<file path="config.mk">
export PLATFORM = sky130hd
export DESIGN_NAME = multi_channel_echo_ranger_unit
export DESIGN_NICKNAME = d
export VERILOG_FILES = /design/src/rtl/core/mcer_pkg.sv /design/src/rtl/core/multi_channel_echo_ranger_unit.sv /design/src/rtl/core/mcer_engine.sv /design/src/rtl/core/mcer_out_stage.sv
export VERILOG_INCLUDE_DIRS = /design/src /design/src/rtl/core
export SDC_FILE = /design/constraint.sdc
export NUM_CORES = 1
export LEC_CHECK = 0
export BUFFER_PORTS_ARGS = -buffer_cell sky130_fd_sc_hd__buf_2
export CELL_PAD_IN_SITES_DETAIL_PLACEMENT = 0
export CELL_PAD_IN_SITES_GLOBAL_PLACEMENT = 1
export CORE_UTILIZATION = 27
export CTS_BUF_LIST = sky130_fd_sc_hd__clkbuf_2 sky130_fd_sc_hd__clkbuf_4 sky130_fd_sc_hd__clkbuf_8
export DETAILED_ROUTE_END_ITERATION = 12
export HOLD_SLACK_MARGIN = 0.02
export PLACE_DENSITY_LB_ADDON = 0.1
export REMOVE_ABC_BUFFERS = 1
export SETUP_SLACK_MARGIN = 0.05
export SYNTH_ARGS = -nofsm -noshare
export SYNTH_HDL_FRONTEND = slang
export SYNTH_HIERARCHICAL = 1
export SYNTH_SLANG_ARGS = --single-unit
</file>
<file path="constraint.sdc">
create_clock -name clk -period 4.9 [get_ports clk]
set_input_delay 0 -clock clk [delete_from_list [all_inputs] [get_ports clk]]
set_output_delay 0 -clock clk [all_outputs]
set_load 0.05 [all_outputs]
</file>
<file path="src/rtl/core/multi_channel_echo_ranger_unit_macros.svh">
// assertion macros used by the echo ranger engine
`ifndef MULTI_CHANNEL_ECHO_RANGER_UNIT_MACROS_SVH
`define MULTI_CHANNEL_ECHO_RANGER_UNIT_MACROS_SVH

// consequent checked in the cycle after the antecedent
`define MCER_ASSERT_NEXT(lbl, ante, cons, msg) \
	lbl: assert property (@(posedge clk) disable iff (!arst_n) (ante) |=> (cons)) \
		else $error(msg);

// consequent checked in the same cycle as the antecedent
`define MCER_ASSERT_NOW(lbl, ante, cons, msg) \
	lbl: assert property (@(posedge clk) disable iff (!arst_n) (ante) |-> (cons)) \
		else $error(msg);

`endif

</file>
<file path="src/rtl/core/mcer_pkg.sv">
// shared types and constants of the echo ranger
package mcer_pkg;

	localparam int SENSOR_COUNT = 4;
	localparam int SENSOR_IDX_W = (SENSOR_COUNT > 1) ? $clog2(SENSOR_COUNT) : 1;

	localparam int MODULE_W  = 4;
	localparam int COUNTER_W = 16;
	localparam int READING_W = 16;
	localparam int CMD_W     = 2;

	localparam logic [CMD_W-1:0] CMD_TICK = 2'd0;
	localparam logic [CMD_W-1:0] CMD_ECHO = 2'd1;
	localparam logic [CMD_W-1:0] CMD_READ = 2'd2;

	localparam logic [READING_W-1:0] NO_READING        = 16'hFFFF;
	localparam logic [COUNTER_W-1:0] FRAME_COMPARE_RST = 16'd62499;
	localparam logic [MODULE_W-1:0]  LAST_MODULE       = MODULE_W'(SENSOR_COUNT - 1);

	localparam int IN_DATA_W  = 8;
	localparam int OUT_DATA_W = 24;

	typedef struct packed {
		logic [CMD_W-1:0]    command;
		logic                echo_level;
		logic [MODULE_W-1:0] module_index;
	} item_t;

	typedef struct packed {
		logic                 trigger_pulse;
		logic [MODULE_W-1:0]  trigger_module;
		logic [READING_W-1:0] read_value;
	} result_t;

endpackage

</file>
<file path="src/rtl/core/multi_channel_echo_ranger_unit.sv">
// top level of the multi-channel ultrasonic echo ranger
//
// usage
//   slave channel: one beat per command; tuser carries the command (tick,
//   echo edge, read), tdata the echo level and the sensor index of a read.
//   master channel: exactly one result beat per command beat, in order:
//   trigger pulse, sensor now selected for pinging, and the reading (zero
//   unless the command was a read).
//   cfg_wr_en / cfg_wr_data write the frame compare value; write it only
//   while no beat is in flight.
// timing
//   one beat per cycle sustained while m_axis_tready is high; a command beat
//   passes the input register, then the result register. all work for a beat
//   is one pass of counter, subtract and select logic between those registers.
// reset
//   frame counter and echo start go to zero, the sensor select to the last
//   sensor so the first ping goes to sensor 0, every reading to full scale,
//   frame compare to 62499; both channel registers come up empty.
// backpressure
//   while m_axis_tready is low the result register holds its beat, one more
//   command waits in the input register, and s_axis_tready then drops.
module multi_channel_echo_ranger_unit (
	input  logic                                clk,
	input  logic                                arst_n,
	// slave side
	input  logic                                s_axis_tvalid,
	output logic                                s_axis_tready,
	input  logic [mcer_pkg::IN_DATA_W-1:0]      s_axis_tdata,  // echo_level, module_index[3:0], zero pad
	input  logic [mcer_pkg::CMD_W-1:0]          s_axis_tuser,  // command
	// master side
	output logic                                m_axis_tvalid,
	input  logic                                m_axis_tready,
	output logic [mcer_pkg::OUT_DATA_W-1:0]     m_axis_tdata,  // trigger_pulse, trigger_module[3:0], read_value[15:0], zero pad
	// frame compare register
	input  logic                                cfg_wr_en,
	input  logic [mcer_pkg::COUNTER_W-1:0]      cfg_wr_data
);

	// input register stage
	logic              valid_s1;
	mcer_pkg::item_t   item_s1;
	logic              fire_s1;
	logic              out_can_load;
	mcer_pkg::result_t result;

	// a held beat moves on whenever the result register frees up
	assign fire_s1       = valid_s1 && out_can_load;
	assign s_axis_tready = !valid_s1 || fire_s1;

	always_ff @(posedge clk or negedge arst_n) begin
		if (!arst_n) begin
			valid_s1 <= 1'b0;
		end else if (s_axis_tready) begin
			valid_s1 <= s_axis_tvalid;
		end
	end

	// payload captured only on an accepted beat, no reset needed
	always_ff @(posedge clk) begin
		if (s_axis_tvalid && s_axis_tready) begin
			item_s1.command      <= s_axis_tuser;
			item_s1.echo_level   <= s_axis_tdata[0];
			item_s1.module_index <= s_axis_tdata[4:1];
		end
	end

	// ranging state and the per-beat update
	mcer_engine u_engine (
		.clk         (clk),
		.arst_n      (arst_n),
		.cfg_wr_en   (cfg_wr_en),
		.cfg_wr_data (cfg_wr_data),
		.fire        (fire_s1),
		.item        (item_s1),
		.result      (result)
	);

	// result register, decoupled from the input side
	mcer_out_stage u_out_stage (
		.clk           (clk),
		.arst_n        (arst_n),
		.load          (fire_s1),
		.result        (result),
		.can_load      (out_can_load),
		.m_axis_tvalid (m_axis_tvalid),
		.m_axis_tready (m_axis_tready),
		.m_axis_tdata  (m_axis_tdata)
	);

endmodule

</file>
<file path="src/rtl/core/mcer_engine.sv">
// ranging state: frame counter, sensor select, echo timing and readings
`include "multi_channel_echo_ranger_unit_macros.svh"

module mcer_engine (
	input  logic                             clk,
	input  logic                             arst_n,
	input  logic                             cfg_wr_en,
	input  logic [mcer_pkg::COUNTER_W-1:0]   cfg_wr_data,
	input  logic                             fire,
	input  mcer_pkg::item_t                  item,
	output mcer_pkg::result_t                result
);

	logic [mcer_pkg::COUNTER_W-1:0] frame_compare_q;
	logic [mcer_pkg::COUNTER_W-1:0] frame_counter_q;
	logic [mcer_pkg::MODULE_W-1:0]  current_module_q;
	logic [mcer_pkg::COUNTER_W-1:0] echo_start_q;
	logic [mcer_pkg::READING_W-1:0] readings_q [mcer_pkg::SENSOR_COUNT];

	logic                           wrap;
	logic [mcer_pkg::MODULE_W-1:0]  next_module;
	logic [17:0]                    ticks;
	logic                           saturate;
	logic [mcer_pkg::READING_W-1:0] duration;
	logic                           index_ok;
	logic                           is_tick;
	logic                           is_echo;
	logic                           is_read;

	assign is_tick = (item.command == mcer_pkg::CMD_TICK);
	assign is_echo = (item.command == mcer_pkg::CMD_ECHO);
	assign is_read = (item.command == mcer_pkg::CMD_READ);

	assign wrap = (frame_counter_q >= frame_compare_q);
	assign next_module = (current_module_q == mcer_pkg::LAST_MODULE) ?
		'0 : current_module_q + 1'b1;

	// elapsed ticks, going round the frame period when the stop time is below the start
	always_comb begin
		if (frame_counter_q >= echo_start_q) begin
			ticks = {2'b00, frame_counter_q - echo_start_q};
		end else begin
			ticks = {2'b00, frame_compare_q} + 18'd1 - {2'b00, echo_start_q}
				+ {2'b00, frame_counter_q};
		end
	end

	// negative span (start beyond a lowered period) also lands on full scale
	assign saturate = ticks[17] | (|ticks[16:14]);
	assign duration = saturate ? mcer_pkg::NO_READING : {ticks[13:0], 2'b00};

	assign index_ok = ({1'b0, item.module_index} < 5'(mcer_pkg::SENSOR_COUNT));

	always_comb begin
		result.trigger_pulse  = is_tick & wrap;
		result.trigger_module = (is_tick && wrap) ? next_module : current_module_q;
		result.read_value     = '0;
		if (is_read) begin
			result.read_value = index_ok ?
				readings_q[item.module_index[mcer_pkg::SENSOR_IDX_W-1:0]] :
				mcer_pkg::NO_READING;
		end
	end

	always_ff @(posedge clk or negedge arst_n) begin
		if (!arst_n) begin
			frame_compare_q <= mcer_pkg::FRAME_COMPARE_RST;
		end else if (cfg_wr_en) begin
			frame_compare_q <= cfg_wr_data;
		end
	end

	always_ff @(posedge clk or negedge arst_n) begin
		if (!arst_n) begin
			frame_counter_q  <= '0;
			current_module_q <= mcer_pkg::LAST_MODULE;
			echo_start_q     <= '0;
			for (int i = 0; i < mcer_pkg::SENSOR_COUNT; i++) begin
				readings_q[i] <= mcer_pkg::NO_READING;
			end
		end else if (fire) begin
			case (item.command)
				mcer_pkg::CMD_TICK: begin
					if (wrap) begin
						frame_counter_q  <= '0;
						current_module_q <= next_module;
					end else begin
						frame_counter_q <= frame_counter_q + 1'b1;
					end
				end
				mcer_pkg::CMD_ECHO: begin
					if (item.echo_level) begin
						echo_start_q <= frame_counter_q;
					end else begin
						readings_q[current_module_q[mcer_pkg::SENSOR_IDX_W-1:0]] <= duration;
					end
				end
				default: begin
				end
			endcase
		end
	end

	`MCER_ASSERT_NOW(a_module_in_range, 1'b1, {1'b0, current_module_q} < 5'(mcer_pkg::SENSOR_COUNT), "sensor select out of range")
	`MCER_ASSERT_NEXT(a_ping_clears_counter, fire && is_tick && wrap, frame_counter_q == '0 && current_module_q == $past(next_module), "ping did not restart frame")
	`MCER_ASSERT_NEXT(a_counter_only_on_tick, fire && !is_tick, $stable(frame_counter_q) && $stable(current_module_q), "counter moved without a tick")
	`MCER_ASSERT_NOW(a_value_only_on_read, !is_read, result.read_value == '0, "reading shown without a read")

endmodule

</file>
<file path="src/rtl/core/mcer_out_stage.sv">
// result register toward the master side
module mcer_out_stage (
	input  logic                                clk,
	input  logic                                arst_n,
	input  logic                                load,
	input  mcer_pkg::result_t                   result,
	output logic                                can_load,
	output logic                                m_axis_tvalid,
	input  logic                                m_axis_tready,
	output logic [mcer_pkg::OUT_DATA_W-1:0]     m_axis_tdata
);

	logic              out_valid_q;
	mcer_pkg::result_t out_result_q;

	assign can_load = !out_valid_q || m_axis_tready;

	always_ff @(posedge clk or negedge arst_n) begin
		if (!arst_n) begin
			out_valid_q <= 1'b0;
		end else if (can_load) begin
			out_valid_q <= load;
		end
	end

	always_ff @(posedge clk) begin
		if (load && can_load) begin
			out_result_q <= result;
		end
	end

	assign m_axis_tvalid = out_valid_q;
	assign m_axis_tdata  = {3'b000, out_result_q.read_value,
		out_result_q.trigger_module, out_result_q.trigger_pulse};

endmodule
</file>
* After elaboration in Yosys (flattened, before gate mapping)
Cells that the tools add are included.
W data, S select, Z words.
** Storage, ports and cells
- Output and inout port bits :: 26
- Bits in registers :: 146
- Word-level logic and storage cells :: 63
** Operators by class
- Magnitude comparators :: 6
- Multiplexer cells :: 12
- Equal/unequal tests :: 3
- Reductions and logical operators :: 15
- Bitwise operators :: 5
- $add $sub $neg :: 6
** Operators by type and width (number)
- $mux W16 :: 6
- $bwmux W64 :: 1
- $bmux W16 S2 :: 1
- $demux W16 S2 :: 1
- $ge A16 B16 Y1 :: 2
- $add A18 B16 Y18 :: 1
- $mux W18 :: 1
- $sub A18 B16 Y18 :: 1
- $add A16 B1 Y17 const B :: 1
- $add A16 B1 Y16 const B :: 1
- $sub A16 B16 Y16 :: 1
- $reduce_and A3 Y1 :: 3
- $mux W4 :: 2
- $ge A3 B3 Y1 const B :: 2
- $not A2 Y3 :: 2
- $logic_and A1 B1 Y1 :: 5
- $add A4 B1 Y4 const B :: 1
- $eq A4 B2 Y1 const B :: 1
- $lt A4 B3 Y1 const B :: 1
- $lt A3 B1 Y1 const B :: 1
- $reduce_or A3 Y1 :: 1
- $eq A2 B1 Y1 const B :: 1
- $eq A2 B2 Y1 const B :: 1
- $logic_not A1 Y1 :: 2
- other kinds (6) :: 7

* Logic depth before layout (Yosys ltp)
Gate-level depths: netlist of the first run.
- Depth in word-level cells :: 8
- Gate-level depth with buffers :: 15
- Depth with buffers taken out :: 12

* Hierarchy
The synthesis of the first run kept the hierarchy.
** By module, submodules not included
- mcer_engine :: cells an instance 867, area each 7754.9 um^2, times used 1
- mcer_out_stage :: cells an instance 29, area each 710.7 um^2, times used 1
- multi_channel_echo_ranger_unit :: cells an instance 12, area each 270.3 um^2, times used 1

* Worst setup path after synthesis of the first run
Ideal clock, no wire load.
- Kind :: register to register
- From :: register u_engine/frame_counter_q[8] in the netlist's numbering
- To :: register u_engine/readings_q[60] in the netlist's numbering
- Arrival time :: 3.068 ns
- Buffers on the path :: 3
- Required time :: 4.822 ns
- Stages on the path, launching flop included :: 16
- Slack :: 1.755 ns
- Period minus slack after synthesis :: 3.145 ns
- Cell sequence :: dfrtp_1 > inv_1 > fa_1 > inv_1 > ha_1 > clkbuf_1 > a21o_1 > o21bai_1 > a31oi_1 > o21ai_1 > a31o_2 > o211ai_1 > nand2_1 > buf_6 > buf_6 > a31oi_1
** On the way
- Longest elaborated chain between the ends :: 6
- Elaborated cells between the ends (all ways) :: 8
** RTL lines
- start: declaration :: RTL line mcer_engine.sv:15 : logic [mcer_pkg::COUNTER_W-1:0] frame_counter_q;
- start signal: assignment :: RTL line mcer_engine.sv:88 : frame_counter_q <= frame_counter_q + 1'b1;
- $add A18 B16 Y18 (tied with other cells) :: RTL line mcer_engine.sv:44 : + {2'b00, frame_counter_q};
- $mux W18 * :: RTL line mcer_engine.sv:40 : if (frame_counter_q >= echo_start_q) begin
- $reduce_or A3 Y1 :: RTL line mcer_engine.sv:49 : assign saturate = ticks[17] | (|ticks[16:14]);
- $or A1 B1 Y1 :: RTL line mcer_engine.sv:49
- $mux W16 * :: RTL line mcer_engine.sv:50 : assign duration = saturate ? mcer_pkg::NO_READING : {ticks[13:0], 2'b00};
- $bwmux W64 * :: RTL line mcer_engine.sv:95 : readings_q[current_module_q[mcer_pkg::SENSOR_IDX_W-1:0]] <= duration;
- end signal: indexed assignment :: RTL line mcer_engine.sv:79 : readings_q[i] <= mcer_pkg::NO_READING;
- end signal: indexed assignment :: RTL line mcer_engine.sv:95
- end: declaration :: RTL line mcer_engine.sv:18 : logic [mcer_pkg::READING_W-1:0] readings_q [mcer_pkg::SENSOR_COUNT];
Mark *: on every way between the ends. The rest lies on a longest branch, timed or not.
A chain may end at the register's enable or synchronous reset.

* Final worst setup path of the first run
- From :: register u_engine/frame_counter_q[3] in the netlist's numbering
- To :: register u_engine/readings_q[55] in the netlist's numbering
Same word-level chain as after synthesis.

==> results.md, run 1 <==
- The commonest non-fill, non-tap cell in the layout is nor2_1.
- For this run, the register share of the synthesized area comes to 0.4328.
- The number of gates resized after cts is 0.
- The first routing iteration left between 200 and 300 violations.
- By area, the combinational part of the netlist is dominated by compound AO/OA/AOI/OAI gates.
- The worst min-delay path endpoint is u_engine/frame_compare_q[4]$_DFFE_PN0P_.
- The type of the tightest min-delay check is input pin to flip-flop.
- The area fraction in compound gates after synthesis is 0.1524.
- After synthesis, the mean cell area works out to 9.621 µm².
- The final-report hold violation count is 0.
- The HPWL after detailed placement is ~16000 µm.
- Buffers placed on the I/O ports in this run total 50.
- Buffers inserted during clock tree synthesis total 17.
- The number of H-tree levels is 4.
- The post-route clock period utilization is 0.7836.
- Leaving out fill and tap cells, the most frequent cells in the layout are nor2_1 (121), inv_1 (88), nand2_1 (81).
- The setup check on the worst reg-to-reg path leaves a slack of 1.06 ns.
- The slew of the pin with the lowest slew margin is about 1.1 ns.
- The max-capacitance violation count is 0.
- The count of hold buffers inserted by post-cts repair is 38.
- In this run the post-CTS setup repair buffer count came out at 0.
- After detailed routing, the average wire length per cell comes to between 15 and 20 µm.
- The yosys synthesis warning count is 6.
- In the global route stage, overall resource usage came out at 0.1456.
- The area growth from synthesis to layout is 16.11%.
- The highest fanout seen on the critical path is 56.
- In the final layout, the share of cells above drive strength 1 is 0.1976.
- The most used flip-flop cell after synthesis is dfstp_2.
- The first global-routing pass estimated about 37000 µm of wire.
- No sink is reached through more buffers than the 2 on the longest clock path.
- In this run the critical register-to-register path is captured at u_engine/readings_q[55]$_DFFE_PN1P_.
- Of the total synthesized cell area, the portion taken by full adders, half adders and majority gates is 0.1149.
- The total number of vias is between 6000 and 7000.
- The number of antenna violations at the first check in global routing was 0.
- In this run the standard cell core region covers 31720 µm².
- The post-layout instance area is 10140 µm².
- The clock net in this run drives a total of roughly 140 sinks.
- At the worst endpoint, the required time is roughly 5.3 ns.
- The weighted congestion reported at the end of routability-driven placement is roughly 0.78.
- The area of the die is ~33000 µm².
- The residual overflow from global routing is 0.
- The simple logic cell fraction of the synthesized area is 0.1482.
- For this run, the top clock speed supported by timing is 260.4 MHz.
- After layout, the minimum clock period comes to 3.840 ns.
- The clock-pin slew on the worst setup and hold paths is 0.09 ns.
- Setup repair after global routing left no endpoint under its margin.
- STA classifies the critical path endpoint as a flip-flop.
- The startpoint identified for the worst register-to-register timing path is u_engine/frame_counter_q[3]$_DFFE_PN0P_.
- Clock latency on the worst-skew pair, taken at its later pin, is 0.48 ns.
- The placed instances occupy a cell area of around 9300 µm².
- In this run the count of I/O pins placed on the die edge is between 50 and 60.
- The remaining max-slew budget at the tightest pin is 0.2559.
- The ratio of total power to cell area is roughly 720 nW/µm².
- The multiplexer fraction of the synthesized cell area is 0.05328.
- In this run the remaining antenna-violating nets after routing total 0.
- The largest net degree at the start of global routing is 67.
- The startpoint identified for the worst hold timing path is cfg_wr_en.
- The final-stage net count is around 1100.
- In this run, synthesis produced a sequential element count of between 100 and 150.
- The static leakage power is approximately 4.3 nW.
- The worst register-to-register path has a depth of 13.
- Of all flip-flops after synthesis, the portion carrying an async set or reset was 0.8028.
- After synthesis, the netlist uses between 60 and 70 different library cells.
- The clock tree from TritonCTS is yes.
- The netlist area before placement is between 8000 and 9000 µm².
- The floorplan step set the die width to ~180 µm.
- For this configuration, the core starts out at a cell density of 0.2754.
- The worst voltage drop across the vdd grid is 0.3676 mV.
- After routing, the total negative slack on setup checks comes to 0 ns.
- 0 antenna diodes ended up in the layout.
- The count of mapped cells out of synthesis is between 900 and 1000.
- The final count of pins violating max slew is 0.
- In this run the vertical extent of the chip is 181.9 µm.
- Of the total synthesized cell area, the portion taken by XOR and XNOR cells is 0.03409.
- Counting flops with a built-in enable in the synthesized netlist gives 28.
- The setup path with the least slack is of type flip-flop to flip-flop.
- The average vias per placed instance is 4.623.
- The placement row count is 65.
- Clock skew on the completed layout was measured at about 0.019 ns.
- The worst hold path passes through 3 cells.
- The flow ran to the end, and the final reports show no timing, DRC or antenna violations.
- The count of final setup violators is 0.
- The element type at the critical path start is a flip-flop.
- The number of global-route vias before repair is between 6000 and 7000.
- The DRC violation count after routing is 0.
- Across all hold checks on the routed design, the worst slack comes to 0.02470 ns.
- Before antenna repair, the detailed router went through 4 iterations.
- Data arrives at the worst endpoint at 4.19 ns.
- The cell at the root of the clock tree is clkbuf_8.
- The final layout contains routed wiring with a total length of ~23000 µm.
per-layer routing:
metal	share of wire	up-vias	track usage	wire length (µm)
met3	0.024	10	0.02347	545
met1	0.51	3091	0.2032	11640
met4	0.0095	0	0.03731	217
li1	-	3272	-	-
met2	0.46	72	0.2338	10390
met5	0	-	0	0
cells in the mapped netlist (3+ instances only):
library cell | count | area share
o31ai_1 | 3 | 0.0026
fa_1 | 17 | 0.039
a21o_1 | 13 | 0.011
a21oi_1 | 43 | 0.025
nor3_1 | 4 | 0.0023
nor4_1 | 3 | 0.0021
xnor2_1 | 23 | 0.023
nor2b_1 | 9 | 0.0064
a31oi_1 | 58 | 0.042
and3_1 | 7 | 0.0050
buf_6 | 6 | 0.0077
buf_4 | 4 | 0.0034
o21ai_0 | 60 | 0.034
o211ai_1 | 3 | 0.0026
clkbuf_1 | 30 | 0.013
xor2_1 | 11 | 0.011
or3_1 | 4 | 0.0029
ha_1 | 53 | 0.076
mux2i_1 | 6 | 0.0069
o21bai_1 | 6 | 0.0052
edfxtp_1 | 28 | 0.096
nand2b_1 | 7 | 0.0050
and2_4 | 3 | 0.0030
nand3_1 | 18 | 0.010
dfrtp_1 | 44 | 0.13
nand4_1 | 6 | 0.0043
and2_1 | 7 | 0.0050
nand2_1 | 81 | 0.035
mux2_2 | 6 | 0.0077
nor2_1 | 121 | 0.052
inv_1 | 88 | 0.038
dfstp_2 | 70 | 0.21
o22ai_1 | 3 | 0.0021
mux4_2 | 15 | 0.039
o21ai_1 | 6 | 0.0034
report_power, final:
part	switching [mW]	internal [mW]
clock	0.538	0.572
combinational	2.62	1.57
sequential	0.277	1.78
total	3.43	3.92
flip-flops by register name, summed over array words and instances (netlist names):
| signal | cells |
|---|---|
| item_s1 | 7 |
| u_out_stage/m_axis_tvalid | 1 |
| u_engine/readings_q | 60 |
| u_engine/echo_start_q | 16 |
| u_engine/frame_counter_q | 16 |
| u_engine/frame_compare_q | 16 |
| u_out_stage/m_axis_tdata | 21 |
| valid_s1 | 1 |
| u_engine/current_module_q | 4 |
stage by stage:
stage | power (mW) | std cells | util | setup WS (ns)
final | 7.348 | 1394 | 0.3198 | 1.060
after global placement | 6.280 | 1324 | 0.2937 | 1.116
after global routing | 8.032 | 1394 | 0.3198 | 0.7385
after detailed placement | 6.279 | 1324 | 0.2937 | 1.074
after CTS | 7.456 | 1394 | 0.3198 | 1.042
after floorplan | 5.071 | 866 | - | 1.159
worst max-delay path by stage:
stage / from / endpoint
6_report: u_engine/frame_counter_q[3]$_DFFE_PN0P_ / u_engine/readings_q[55]$_DFFE_PN1P_
5_1_grt: u_engine/frame_counter_q[2]$_DFFE_PN0P_ / u_engine/readings_q[55]$_DFFE_PN1P_
4_1_cts: u_engine/frame_counter_q[3]$_DFFE_PN0P_ / u_engine/readings_q[58]$_DFFE_PN1P_
3_5_place_dp: u_engine/frame_counter_q[3]$_DFFE_PN0P_ / u_engine/readings_q[55]$_DFFE_PN1P_
3_3_place_gp: u_engine/frame_counter_q[3]$_DFFE_PN0P_ / u_engine/readings_q[53]$_DFFE_PN1P_
2_1_floorplan: u_engine/frame_counter_q[0]$_DFFE_PN0P_ / u_engine/readings_q[17]$_DFFE_PN1P_
cell type report:
class | instances | area [µm²]
inverters | 88 | 330.3
multi-input cells | 636 | 4404
fillers | 3313 | 21570
clock buffers | 18 | 241.5
flip-flops and latches | 142 | 3781
well taps | 402 | 503.0
repair buffers | 94 | 678.2
clock inverters | 14 | 205.2
cell families after synthesis:
logic type	count (synthesis)
compound gates	218
xor+xnor	34
fa+ha+maj	70
buf+inv	132
flops	142
mux	27
other cells	1
simple gates	284
critical path: stages (launching register included):
cell and delay [ns]:
dfrtp_1 0.47, inv_1 0.15, fa_1 0.52, inv_1 0.04
ha_1 0.35, nand3_1 0.18, a21o_1 0.24, a211oi_1 0.42
a21oi_1 0.14, a21oi_1 0.21, o211ai_1 0.19, nand2_1 0.11
buf_4 0.50, a31oi_1 0.17
Power figures use the tool's default switching activity.
==> inputs of run 2 (changes only) <==
==> constraint.sdc (replaced) <==
create_clock -name clk -period 3.3 [get_ports clk]
set_input_delay 0 -clock clk [delete_from_list [all_inputs] [get_ports clk]]
set_output_delay 0 -clock clk [all_outputs]
set_load 0.05 [all_outputs]
==> run 2 against run 1 <==
Net effect:
- clock power up 40%
- cell area up 10%
- cell count up 4.9%
==> results.md, run 2 (synthesis gave the netlist of run 1 again) <==
- The fraction of met2 tracks used by global routing is 0.2555.
- Of the total power, the clock network draws 0.114.
- Across all setup checks in the final design, the least slack found is 0.07138 ns.
- From synthesis to final layout, the design area changed by 28.27%.
- The static leakage power is roughly 4.7 nW.
- Based on the critical path, the design can be clocked at up to between 300 and 400 MHz.
- The final-report hold violation count is 0.
- Entering global routing, the biggest net connects 59 pins.
- The share of total power in combinational logic is 0.664.
- For this design the ratio of total power to cell area is about 1200 nW/µm².
- The initial utilization of the core area, before any placement, comes to 0.2754.
- The post-detailed-route count of antenna-violating nets is 0.
- The number of detailed-routing iterations run before antenna repair is 4.
- In this run the tightest slew margin relative to its limit is 0.4318.
- The critical path capture point type is a flip-flop.
- The met3 usage is 0.02527.
- The start-to-end type of the worst setup path is flip-flop to flip-flop.
- Input and output buffers added on the ports amount to 50.
- The worst hold path was traced through 3 stages.
- The die covers between 30000 and 40000 µm².
- The commonest non-fill, non-tap cell in the layout is nor2_1.
- The first global-routing pass estimated approximately 39000 µm of wire.
- The part of the total power dissipated in sequential elements is 0.221.
- Clock skew on the completed layout was measured at between 0.015 and 0.02 ns.
- Max-cap violations in this run came to 0.
- The required time at the endpoint of the critical path is between 3 and 4 ns.
- The wire-length estimate of the detail-placed layout is roughly 17000 µm.
- In this run the critical register-to-register path is captured at u_engine/readings_q[57]$_DFFE_PN1P_.
- The met1 track utilization from global routing is 0.2132.
- The post-route clock period utilization is 0.9784.
- VDD sags by at most roughly 0.62 mV.
- Summed over all layers, the routed wires come to 24660 µm.
- The smallest clock period supported by the final layout is computed as about 3.2 ns.
- At the later pin of the worst-skew pair, clock insertion delay measures 0.48 ns.
- The worst register-to-register path begins at u_engine/echo_start_q[4]$_DFFE_PN0P_.
- After detailed routing, the number of remaining DRC violations is 0.
- In the final timing run, aggregate negative setup slack is 0 ns.
- The ratio of cells with drive above 1 in the final layout is 0.3336.
- Buffers inserted during clock tree synthesis total 17.
- The total overflow left after global routing is 0.
- The internal power of the cells totals between 7 and 8 mW.
- After the first detailed-routing iteration, the DRC count stood at around 340.
- The number of global-route vias before repair is 6978.
- The combined global-route utilization of all metal layers is 0.1569.
- In this run the worst setup path begins at u_engine/echo_start_q[4]$_DFFE_PN0P_.
- After detailed routing, the average wire length per cell comes to ~17 µm.
- CTS built an H-tree with a depth of 4.
- STA puts the critical path data arrival time at 3.62 ns.
- The clock passes through at most 2 buffers.
- At the end of routability-driven placement, the weighted congestion stood at 0.7833.
- Setup repair after global routing could not meet its margin everywhere.
- The clock-pin slew on the worst setup and hold paths is roughly 0.090 ns.
- The library cells used most frequently in the layout, excluding fill and tap cells, are nor2_1 (120), nand2_1 (78), buf_4 (75).
- met2 is the most crowded layer.
- The type of the tightest min-delay check is input pin to flip-flop.
- The final-stage net count is 1149.
- With fillers left out, the area of the finished cells amounts to 11210 µm².
- The average vias per placed instance is 4.679.
- TritonCTS built the clock tree.
- The number of antenna violations at the first check in global routing came to 0.
- The highest fanout seen on the critical path is 7.
- The flow ran to the end, and the final reports show no timing, DRC or antenna violations.
- The total number of vias is just under 7000.
- The die is roughly 180 µm wide.
- For the pin with the worst max-slew slack, the measured transition is 0.8523 ns.
- The worst min-delay path endpoint is u_engine/frame_compare_q[13]$_DFFE_PN1P_.
- In this run the power spent charging and discharging nets is 6.161 mW.
- Summing all placed instances gives a cell area of roughly 9800 µm².
- The element type at the critical path start is a flip-flop.
- The region available for standard cell placement spans between 30000 and 40000 µm².
- The tree built by TritonCTS fans out to ~140 sinks.
- The number of primary I/O pins is 57.
- The initialized floorplan defines 65 standard-cell rows.
- The antenna diode instance count is 0.
- The startpoint identified for the worst hold timing path is cfg_wr_en.
- The final count of pins violating max slew is 0.
- Setup violations remaining at the end of the flow were counted as 0.
- Across all hold checks on the routed design, the worst slack comes to 0.02820 ns.
- The minimum setup slack after placement is -0.05940 ns.
- Measured in cells, the most critical reg-to-reg path has a length of 14.
- Of the total power, the share spent switching nets is 0.4545.
- The cell at the root of the clock tree is clkbuf_8.
- The flip-flop count of the largest register after layout is 60.
- The slack of the worst reg-to-reg path is between 0.07 and 0.08 ns.
- The floorplan die height is around 180 µm.
- The register with the most flip-flops is u_engine/readings_q.
[run 2: cell types whose count changed in the layout (fill, tap and decap cells not counted), sizes merged]
cell,delta
clkinv,+1
clkinvlp,+1
dlygate4sd3,-6
buf,+74
bufinv,-1
[run 2: final cells by class]
type	instances	area (µm²)
Clock buffer	17	234.0
Clock inverter	15	182.7
Fill cell	3270	20510
Inverter	88	330.3
Multi-Input combinational cell	636	4887
Sequential cell	142	3781
Tap cell	402	503.0
Timing Repair Buffer	163	1287
[run 2: timing repair]
item                       4_1_cts  5_1_grt
hold buffers                    32        0
buffers inserted                10        8
setup endpoints to repair       59       62
cloned                           3        1
hold endpoints to repair        76        0
resized for setup               49       55
pin swaps                       25       29
[run 2: worst max path at each step]
stage | end | slack, ns | depth (start not counted)
after floorplan | u_engine/readings_q[17]$_DFFE_PN1P_ | -0.44 | 11
after global placement | u_engine/readings_q[31]$_DFFE_PN1P_ | -0.03 | 13
after detailed placement | u_engine/readings_q[31]$_DFFE_PN1P_ | -0.06 | 14
after CTS | u_engine/readings_q[53]$_DFFE_PN1P_ | 0.06 | 15
after global routing | u_engine/readings_q[62]$_DFFE_PN1P_ | -0.09 | 14
final | u_engine/readings_q[57]$_DFFE_PN1P_ | 0.07 | 14
[run 2: per-stage QoR]
step / util / total power [mW] / cells
3_5_place_dp: 0.3075 / 9.983 / 1379
4_1_cts: 0.3422 / 12.91 / 1454
6_report: 0.3533 / 13.55 / 1463
3_3_place_gp: 0.3075 / 10.02 / 1379
2_1_floorplan: - / 7.490 / 866
5_1_grt: 0.3533 / 14.68 / 1463
[run 2: power by group through the flow]
stage                     clock network (mW)  logic, mW  registers [mW]
after floorplan                            0       4.44            3.05
after global placement                     0       6.99            3.03
after global routing                    1.69       9.90            3.09
final                                   1.55       9.01            3.00
after detailed placement                   0       6.95            3.03
after CTS                               1.62       8.27            3.01
[run 2: per-layer routing]
metal / share of wire / wire [µm]
met5: 0 / 0
met4: 0.010 / 256
met3: 0.017 / 429
met2: 0.48 / 11720
met1: 0.50 / 12250
[run 2: worst max-delay path, stage by stage (launching register included)]
cell,delay (ns)
dfrtp_1,0.45
fa_1,0.53
inv_1,0.08
ha_4,0.29
inv_1,0.04
o21bai_1,0.18
o211ai_1,0.12
buf_4,0.16
o21ai_4,0.13
buf_4,0.13
a31oi_1,0.07
o211ai_1,0.36
nand2_4,0.22
clkbuf_16,0.23
a31oi_1,0.16
==> inputs of run 3 (changes only) <==
--- a/config.mk
+++ b/config.mk
@@ -13,7 +13,7 @@
 export CTS_BUF_LIST = sky130_fd_sc_hd__clkbuf_2 sky130_fd_sc_hd__clkbuf_4 sky130_fd_sc_hd__clkbuf_8
 export DETAILED_ROUTE_END_ITERATION = 12
 export HOLD_SLACK_MARGIN = 0.02
-export PLACE_DENSITY_LB_ADDON = 0.1
+export PLACE_DENSITY = 0.47
 export REMOVE_ABC_BUFFERS = 1
 export SETUP_SLACK_MARGIN = 0.05
 export SYNTH_ARGS = -nofsm -noshare
==> constraint.sdc (replaced) <==
create_clock -name clk -period 3.2 [get_ports clk]
set_input_delay 0 -clock clk [delete_from_list [all_inputs] [get_ports clk]]
set_output_delay 0 -clock clk [all_outputs]
set_load 0.05 [all_outputs]
==> run 3 against run 2 <==
Net effect:
- the run now ends with setup timing left
- die area did not move
- via count rose by 2.8%
- cell count rose by 3.1%
- clock skew rose by 0.00091 ns
- utilization rose by 2.6 points
- register-to-register slack got worse by 0.09 ns
- fmax rose by 0.27%
- count of clock-buffer cells in the layout rose by 1
- critical path type unchanged
- critical path depth did not move
- largest cell class unchanged
- routed wire length rose by 2.8%
==> results.md, run 3 (synthesis gave the netlist of run 1 again) <==
- The die is about 180 µm wide.
- The arrival time of data at the critical path endpoint is about 3.6 ns.
- The final-report hold violation count is 0.
- The number of buffers created by CTS is 17.
- The cell at the root of the clock tree is clkbuf_8.
- Walking the worst path, the cells encountered are inv_2, fa_1, inv_2, ha_4, a21oi_4, o21bai_1, o211ai_1, o21ai_2, a31o_2, o211ai_1, nand2_2, buf_8, clkbuf_16, a31oi_4.
- The area of the die is 33080 µm².
- The start-to-end type of the worst setup path is flip-flop to flip-flop.
- In the layout the commonest cells are nor2_1 (119), buf_4 (103), nand2_1 (78).
- The number of antenna violations at the first check in global routing is 0.
- The placement row count is 65.
- The HPWL after detailed placement is 17320 µm.
- At the later pin of the worst-skew pair, clock insertion delay measures 0.49 ns.
- In this run the worst path has a maximum fanout of 7.
- The area growth from synthesis to layout is 37.63%.
- The area of the placeable core is 31720 µm².
- After clock tree synthesis, the clock-pin slew on the worst setup and hold paths is around 0.10 ns.
- The total number of vias is approximately 7000.
- Setup violations remaining at the end of the flow were counted as 14.
- The master of the slowest instance on the critical path is fa_1.
- Setup repair after global routing could not meet its margin everywhere.
- The register with the most flip-flops in the layout has 60 of them.
- 57 I/O pins were placed.
- The combined global-route utilization of all metal layers is 0.1540.
- The count of clock tree sinks is 142.
- STA puts the critical path data required time at 3.62 ns.
- The element type at the critical path start is a flip-flop.
- At the pin with the least slew margin, the transition time is 0.8574 ns.
- The post-layout instance area is 12020 µm².
- The number of global-route vias before repair is just under 7000.
- In this run the cell area measured after placement is 9965 µm².
- The iteration-0 DRC count of the detailed router is approximately 220.
- The number of detailed-routing iterations run before antenna repair is 4.
- The stage delay of the slowest cell on the critical path is 0.51 ns.
- The final sum of negative setup slack is -0.1268 ns.
- Entering global routing, the biggest net connects 62 pins.
- The max-capacitance violation count is 0.
- Wires add up to between 20000 and 30000 µm.
- The register with the most flip-flops in the final layout is u_engine/readings_q.
- For this run, the top clock speed supported by timing is 310.6 MHz.
- The minimum clock period is around 3.2 ns.
- The commonest non-fill, non-tap cell in the layout is nor2_1.
- The final reports fail on setup timing.
- The effective utilization at floorplan is 0.2754.
- The clock passes through at most 2 buffers.
- The average vias per placed instance is 4.665.
- The worst setup path is captured at a flip-flop.
- The number of H-tree levels is 4.
- The type of the tightest min-delay check is input pin to flip-flop.
- The worst hold slack after final layout is slightly above 0.03 ns.
- The post-detailed-route count of antenna-violating nets is 0.
- The flow ran to the end, but the final reports show violations.
- The first-pass GRT wire length is 38710 µm.
- The routed wire length per instance is 16.80 µm.
- The clock tree from TritonCTS is yes.
- For this run, design rule violations remaining after detail routing come to 0.
- Dividing the final minimum period by the clock period gives 1.006.
- After the last flow step, the layout net total stands at roughly 1200.
- The final count of pins violating max slew is 0.
- The residual overflow from global routing is 0.
- Buffers placed on the I/O ports in this run total 50.
- The final setup slack of the worst path is -0.01991 ns.
- The ratio of cells with drive above 1 in the final layout is 0.3801.
- Between clock sinks in the finished design, the worst skew comes to between 0.02 and 0.025 ns.
- Routability-driven placement finished with a final weighted congestion of around 0.83.
- In this run the tightest slew margin relative to its limit is 0.4284.
- The floorplan step set the die height to approximately 180 µm.
run 3: cell count changes in the layout (fill, tap and decap cells not counted), moves of 4 or more:
cell,change
a31oi_1,-22
o21ai_2,+6
o21ai_1,-4
dlygate4sd3_1,+9
a31oi_2,-6
buf_4,+28
a31oi_4,+28
run 3: path summary, 6_finish.rpt:
| check | start | cells past startpoint | to | slack [ns] |
|---|---|---|---|---|
| hold reg to reg | u_engine/readings_q[17]$_DFFE_PN1P_ | 2 | u_engine/readings_q[17]$_DFFE_PN1P_ | 0.47 |
| min in group asynchronous | arst_n | 2 | u_engine/frame_compare_q[11]$_DFFE_PN0P_ | 0.11 |
| hold / removal | cfg_wr_en | 2 | u_engine/frame_compare_q[6]$_DFFE_PN0P_ | 0.03 |
| max in group asynchronous | arst_n | 3 | u_engine/readings_q[53]$_DFFE_PN1P_ | 2.24 |
| setup reg to reg | u_engine/frame_counter_q[3]$_DFFE_PN0P_ | 14 | u_engine/readings_q[27]$_DFFE_PN1P_ | -0.02 |
| setup / recovery | u_engine/frame_counter_q[3]$_DFFE_PN0P_ | 14 | u_engine/readings_q[27]$_DFFE_PN1P_ | -0.02 |
run 3: final cells by class:
| cell class | instances | area [µm²] |
|---|---|---|
| Fill cell | 3213 | 19700 |
| Clock inverter | 14 | 121.4 |
| Clock buffer | 18 | 247.7 |
| Sequential cell | 142 | 3781 |
| Tap cell | 402 | 503.0 |
| Multi-Input combinational cell | 636 | 5320 |
| Inverter | 88 | 330.3 |
| Timing Repair Buffer | 207 | 1717 |
| Antenna cell | 1 | 2.502 |
run 3: layer usage:
layer / vias to the layer above / track usage / part of all wire
met4: 0 / 0.05983 / 0.021
li1: 3519 / - / -
met2: 85 / 0.2440 / 0.47
met1: 3411 / 0.2097 / 0.48
met3: 20 / 0.02527 / 0.028
met5: - / 0 / 0
run 3: critical path, delay by kind of cell, from the launching register on:
kind / cells / cell delay [ns]
fa+ha+maj: 2 / 0.76
buf+inv: 4 / 0.47
compound gates: 7 / 1.36
flops: 1 / 0.38
simple gates: 1 / 0.18
run 3: per-stage QoR:
| step | utilization | std cells | setup slack (ns) |
|---|---|---|---|
| final | 0.3791 | 1508 | -0.01991 |
| after global routing | 0.3790 | 1507 | -0.1281 |
| after CTS | 0.3516 | 1494 | -0.02626 |
| after detailed placement | 0.3142 | 1407 | -0.1315 |
| after global placement | 0.3142 | 1407 | -0.1192 |
| after floorplan | - | 866 | -0.5412 |
run 3: what timing repair did:
action                                 4_1_cts  5_1_grt
resized for setup                           44      115
pin swaps                                   21       30
setup endpoints to repair                   63       63
gates cloned                                 5        2
hold buffers                                41        0
buffers inserted                             9       13
endpoints found under the hold margin       74        0
Power of run 3 is left out: the tool's default activity adds up to more than one toggle a clock period on the data nets, which glitch-free logic cannot reach.
